<file path="src/design/sequential_list_engine_core_defines.svh">
// assertion macros for the list engine datapath
`ifndef SEQUENTIAL_LIST_ENGINE_CORE_DEFINES_SVH
`define SEQUENTIAL_LIST_ENGINE_CORE_DEFINES_SVH

// same-cycle implication, checked out of reset
`define SLE_ASSERT_NOW(label, ante, cons, msg) \
    label: assert property (@(posedge aclk) disable iff (!aresetn) (ante) |-> (cons)) \
        else $error(msg);

// next-cycle implication, checked out of reset
`define SLE_ASSERT_NEXT(label, ante, cons, msg) \
    label: assert property (@(posedge aclk) disable iff (!aresetn) (ante) |=> (cons)) \
        else $error(msg);

`endif

</file>
<file path="src/design/sle_pkg.sv">
// package: opcodes, status codes, beat layout and controller/datapath link types
package sle_pkg;

    localparam int CAPACITY_DEF = 128;

    localparam logic [1:0] OP_INSERT = 2'd0;
    localparam logic [1:0] OP_DELETE = 2'd1;
    localparam logic [1:0] OP_LOCATE = 2'd2;

    localparam logic [1:0] STAT_DONE = 2'd0;
    localparam logic [1:0] STAT_BAD  = 2'd1;
    localparam logic [1:0] STAT_MISS = 2'd2;

    localparam int OPCODE_W   = 2;
    localparam int POSITION_W = 8;
    localparam int VALUE_W    = 32;
    localparam int STATUS_W   = 2;
    localparam int FOUND_W    = 7;
    localparam int LENGTH_W   = 8;

    localparam int S_FIELDS_W = OPCODE_W + POSITION_W + VALUE_W;
    localparam int S_TDATA_W  = ((S_FIELDS_W + 7) / 8) * 8;
    localparam int M_FIELDS_W = STATUS_W + VALUE_W + FOUND_W + LENGTH_W;
    localparam int M_TDATA_W  = ((M_FIELDS_W + 7) / 8) * 8;

    typedef struct packed {
        logic load;
        logic walk;
        logic del_read;
        logic del_cap;
        logic ins_write;
        logic cnt_dec;
        logic out_load;
    } cmd_t;

    typedef struct packed {
        logic       acc_ok;
        logic [1:0] acc_op;
        logic       walk_done;
        logic       out_free;
    } sts_t;

endpackage

</file>
<file path="src/design/sle_controller.sv">
// controller: sequences insert, delete and locate walks over the datapath
module sle_controller (
    input  logic          aclk,
    input  logic          aresetn,
    input  logic          s_tvalid,
    output logic          s_tready,
    input  sle_pkg::sts_t sts,
    output sle_pkg::cmd_t cmd
);
    import sle_pkg::*;

    typedef enum logic [7:0] {
        S_IDLE      = 8'b0000_0001,
        S_INS_SHIFT = 8'b0000_0010,
        S_INS_WRITE = 8'b0000_0100,
        S_DEL_READ  = 8'b0000_1000,
        S_DEL_CAP   = 8'b0001_0000,
        S_DEL_SHIFT = 8'b0010_0000,
        S_LOC_SCAN  = 8'b0100_0000,
        S_FINISH    = 8'b1000_0000
    } state_t;

    state_t state_reg, state_next;

    always_comb begin
        state_next = state_reg;
        cmd        = '0;
        s_tready   = 1'b0;
        case (state_reg)
            S_IDLE: begin
                s_tready = 1'b1;
                if (s_tvalid) begin
                    cmd.load = 1'b1;
                    if (!sts.acc_ok) begin
                        state_next = S_FINISH;
                    end else begin
                        case (sts.acc_op)
                            OP_INSERT: state_next = S_INS_SHIFT;
                            OP_DELETE: state_next = S_DEL_READ;
                            default:   state_next = S_LOC_SCAN;
                        endcase
                    end
                end
            end
            S_INS_SHIFT: begin
                cmd.walk = 1'b1;
                if (sts.walk_done) begin
                    state_next = S_INS_WRITE;
                end
            end
            S_INS_WRITE: begin
                cmd.ins_write = 1'b1;
                state_next    = S_FINISH;
            end
            S_DEL_READ: begin
                cmd.del_read = 1'b1;
                state_next   = S_DEL_CAP;
            end
            S_DEL_CAP: begin
                cmd.del_cap = 1'b1;
                state_next  = S_DEL_SHIFT;
            end
            S_DEL_SHIFT: begin
                cmd.walk = 1'b1;
                if (sts.walk_done) begin
                    cmd.cnt_dec = 1'b1;
                    state_next  = S_FINISH;
                end
            end
            S_LOC_SCAN: begin
                cmd.walk = 1'b1;
                if (sts.walk_done) begin
                    state_next = S_FINISH;
                end
            end
            S_FINISH: begin
                if (sts.out_free) begin
                    cmd.out_load = 1'b1;
                    state_next   = S_IDLE;
                end
            end
            default: begin
                state_next = S_IDLE;
            end
        endcase
    end

    always_ff @(posedge aclk) begin
        if (!aresetn) begin
            state_reg <= S_IDLE;
        end else begin
            state_reg <= state_next;
        end
    end

endmodule

</file>
<file path="config.mk">
export PLATFORM = sky130hd
export DESIGN_NAME = sle_controller
export DESIGN_NICKNAME = d
export VERILOG_FILES = /design/src/design/sequential_list_engine_core_defines.svh /design/src/design/sle_pkg.sv /design/src/design/sle_controller.sv
export SDC_FILE = /design/constraint.sdc
export NUM_CORES = 1
export LEC_CHECK = 0
export BUFFER_PORTS_ARGS = -buffer_cell sky130_fd_sc_hd__buf_2
export CORE_MARGIN = 5
export CORE_UTILIZATION = 30
export CTS_CLUSTER_DIAMETER = 40
export DETAILED_ROUTE_END_ITERATION = 16
export PLACE_DENSITY = 0.58
export REMOVE_ABC_BUFFERS = 1
export SLEW_MARGIN = 20
export SYNTH_ARGS = -nofsm -noshare
export SYNTH_HDL_FRONTEND = slang
export SYNTH_SLANG_ARGS = --single-unit
</file>
<file path="constraint.sdc">
create_clock -name aclk -period 2.4 [get_ports aclk]
set_clock_uncertainty 0.2 [all_clocks]
set_input_delay 0.12 -clock aclk [delete_from_list [all_inputs] [get_ports aclk]]
set_output_delay 0.12 -clock aclk [all_outputs]
set_load 0.1 [all_outputs]
</file>
==> reports/results.tsv <==
stage	metric	value	unit
finish	commonest cells after routing, fill and taps aside	15 x buf_2, 9 x nor2_1, 8 x dfxtp_1	
global_route	global route hottest layer	met2	
critical_path	WP buf/inv	1	
clock_network	CTS tree	built	
synthesis	synthesis warning total	0	
sta	Final Cycle Share	0.962	
sta	Max Clk Rate	433	MHz
detailed_routing	drc violations	0	
detailed_routing	total number of vias	577	
global_route	vias in the first global route	569	
sta	Setup WS post-layout	0.0902	ns
global_route	total grt overflow	0	
die	Die H	52.2	um
die	# IOs	16	
global_route	initial antenna violation count	0	
die	die area	2720	sq um
power	cell area power density	652	nW/um^2
synthesis	post-synthesis cell count	64	
sta	Final min period	2.31	ns
finish	final core utilization	0.448	
sta	Slew Limit Headroom	0.679	
synthesis	top cell type by total area after synthesis	dfxtp_1	
critical_path	CP Cell Sequence	nor4_4, nand4b_1, o32ai_2, o221ai_1, dlygate4sd3_1	
synthesis	post-synth top area share	0.300	
placed_design	placement-stage cell area	643	sq um
status	status	completed	
global_route	all-layer global routing usage	0.121	
die	Placeable Area	1710	sq um
critical_path	CP Class	reg2reg	
detailed_routing	drt total wl	1.42	mm
sta	Slew @ Worst Pin	0.477	ns
critical_path	Slowest-stage cell, CP	dlygate4sd3_1	
placed_design	placed cell count	104	
placed_design	port buffer count	15	
global_route	pin count of the biggest net entering global routing	10	
clock_network	CTS Sinks	8	
flow_run	number of max-cap violations	0	
critical_path	Crit. End Element	flip-flop	
placed_design	DP Worst Slack	0.469	ns
worst_hold_path	Hold Crit Class	in2reg	
synthesis	Yosys reg bits	8	
placed_design	Routability Congestion	0.793	
finish	max reg flops	8	
critical_path	worst path required time	2.33	ns
global_route	met1 Track Usage GR	0.129	
sta	Setup-failing EPs final	0	
detailed_routing	Detailed Route Iter0 Violations	10	
global_route	first-pass GRT wire length	2.38	mm
finish	design area	766	sq um
die	die width	52.2	um
synthesis	post-synthesis area per instance	8.33	sq um
critical_path	critical path peak fanout	7	
finish	Nets	102	
detailed_routing	ANT nets after route	0	
global_route	M2 GR Usage	0.211	
sta	hold_ws	0.0240	ns
sta	max-slew violation count	0	
detailed_routing	detail-routed via count per cell	4.93	
finish	commonest non-fill, non-tap cell in the layout	buf_2	
synthesis	Netlist cell types	31	
synthesis	synthesized area	533	sq um
die	Site Rows	15	
clock_network	Worst-path clk slew	0.05	ns
synthesis	register area share after synthesis	0.300	
die	Starting Density	0.312	
global_route	GRT met3 Usage	0.0201	
critical_path	CP top delay family	simple AND/OR/NAND/NOR gates	
critical_path	largest stage delay on the critical path	0.58	ns
clock_network	H-tree levels	1	
clock_network	Max Root-Sink Buffers	2	
sta	Hold Vio Cnt, Final	0	
critical_path	critical path launch point type	flip-flop	
finish	area grow syn2layout	43.7	%
finish	ANT cells	0	
finish	layout cells sized above 1	0.326	
placed_design	hpwl dp	1.05	mm
clock_network	CTS Root Cell	clkbuf_4	
finish	non-filler cells, final	117	
power	Max VDD drop	411	uV
power	Leakage	0.339	nW
detailed_routing	Avg WL per Cell	12.1	um
clock_network	Num CTS Buffers	3	
detailed_routing	Initial DRT Pass Iterations	4	
clock_network	Worst-Skew Late Latency	0.26	ns
critical_path	CP arrival	2.24	ns
synthesis	dominant cells by area after synthesis	dfxtp_1 30%, nor2_1 6.3%, and4b_2 4.2%	
[per-stage QoR]
stage | TNS, ns | power (W)
final | 0 | 0.000499
after global routing | -0.00496 | 0.000524
after CTS | 0 | 0.000490
after detailed placement | 0 | 0.000375
after global placement | 0 | 0.000374
after floorplan | -1.14 | 0.000324
[logic make-up after synthesis]
kind of cell,Yosys count,synth area share
flops,8,0.300
mux,1,0.0188
xor+xnor,2,0.0329
compound gates,11,0.162
simple gates,37,0.451
buf+inv,5,0.0352
[synth_stat cells]
library cell	count
a21oi_1	1
a21oi_4	1
a31o_1	1
and2_1	2
and3_1	2
and4_1	1
and4b_2	2
clkbuf_1	1
dfxtp_1	8
inv_1	4
mux2i_1	1
nand2_1	6
nand3_1	1
nand4_1	2
nand4b_1	2
nand4b_2	1
nand4bb_1	1
nor2_1	9
nor2_2	1
nor3_1	3
nor3_2	1
nor3b_1	1
nor4_1	1
nor4_4	1
o21a_1	2
o21ai_0	3
o221ai_1	1
o31a_1	1
o32ai_1	1
xnor2_1	1
xor2_1	1
[power breakdown]
| part | leakage [nW] | switching, W | total (W) | internal (W) |
|---|---|---|---|---|
| clock | 0.0138 | 0.0000452 | 0.000102 | 0.0000572 |
| combinational | 0.260 | 0.000166 | 0.000239 | 0.0000728 |
| sequential | 0.0650 | 0.0000150 | 0.000158 | 0.000143 |
[metal layers]
metal	wire length (um)	part of all wire
met1	600	0.42
met4	32	0.023
met2	727	0.51
met3	60	0.042
met5	0	0
[area by class of cell]
class,instances,area (sq um)
inverters,4,15.0
repair buffers,26,175
well taps,25,31.3
fillers,179,942
multi-input cells,51,362
clock buffers,3,22.5
flip-flops and latches,8,160
[path summary, 6_finish.rpt]
kind	startpoint	to	slack [ns]	cells after the start
max	state_reg[6]	state_reg[0]	0.09	5
min reg2reg	state_reg[6]	state_reg[6]	0.40	2
min	sts[3]	state_reg[3]	0.02	3
max reg2reg	state_reg[6]	state_reg[0]	0.09	5
[worst register-to-register path: stages, from the launching register on]
cell           delay (ns)
dfxtp_1              0.40
nor4_4               0.39
nand4b_1             0.24
o32ai_2              0.22
o221ai_1             0.16
dlygate4sd3_1        0.58
[timing repair]
| action | CTS | global route |
|---|---|---|
| hold endpoints to repair | 7 | 0 |
| setup buffers | 0 | 3 |
| setup endpoints to repair | 0 | 1 |
| hold buffers | 7 | 0 |
| resized for setup | 0 | 1 |
Power figures use the tool's default switching activity.
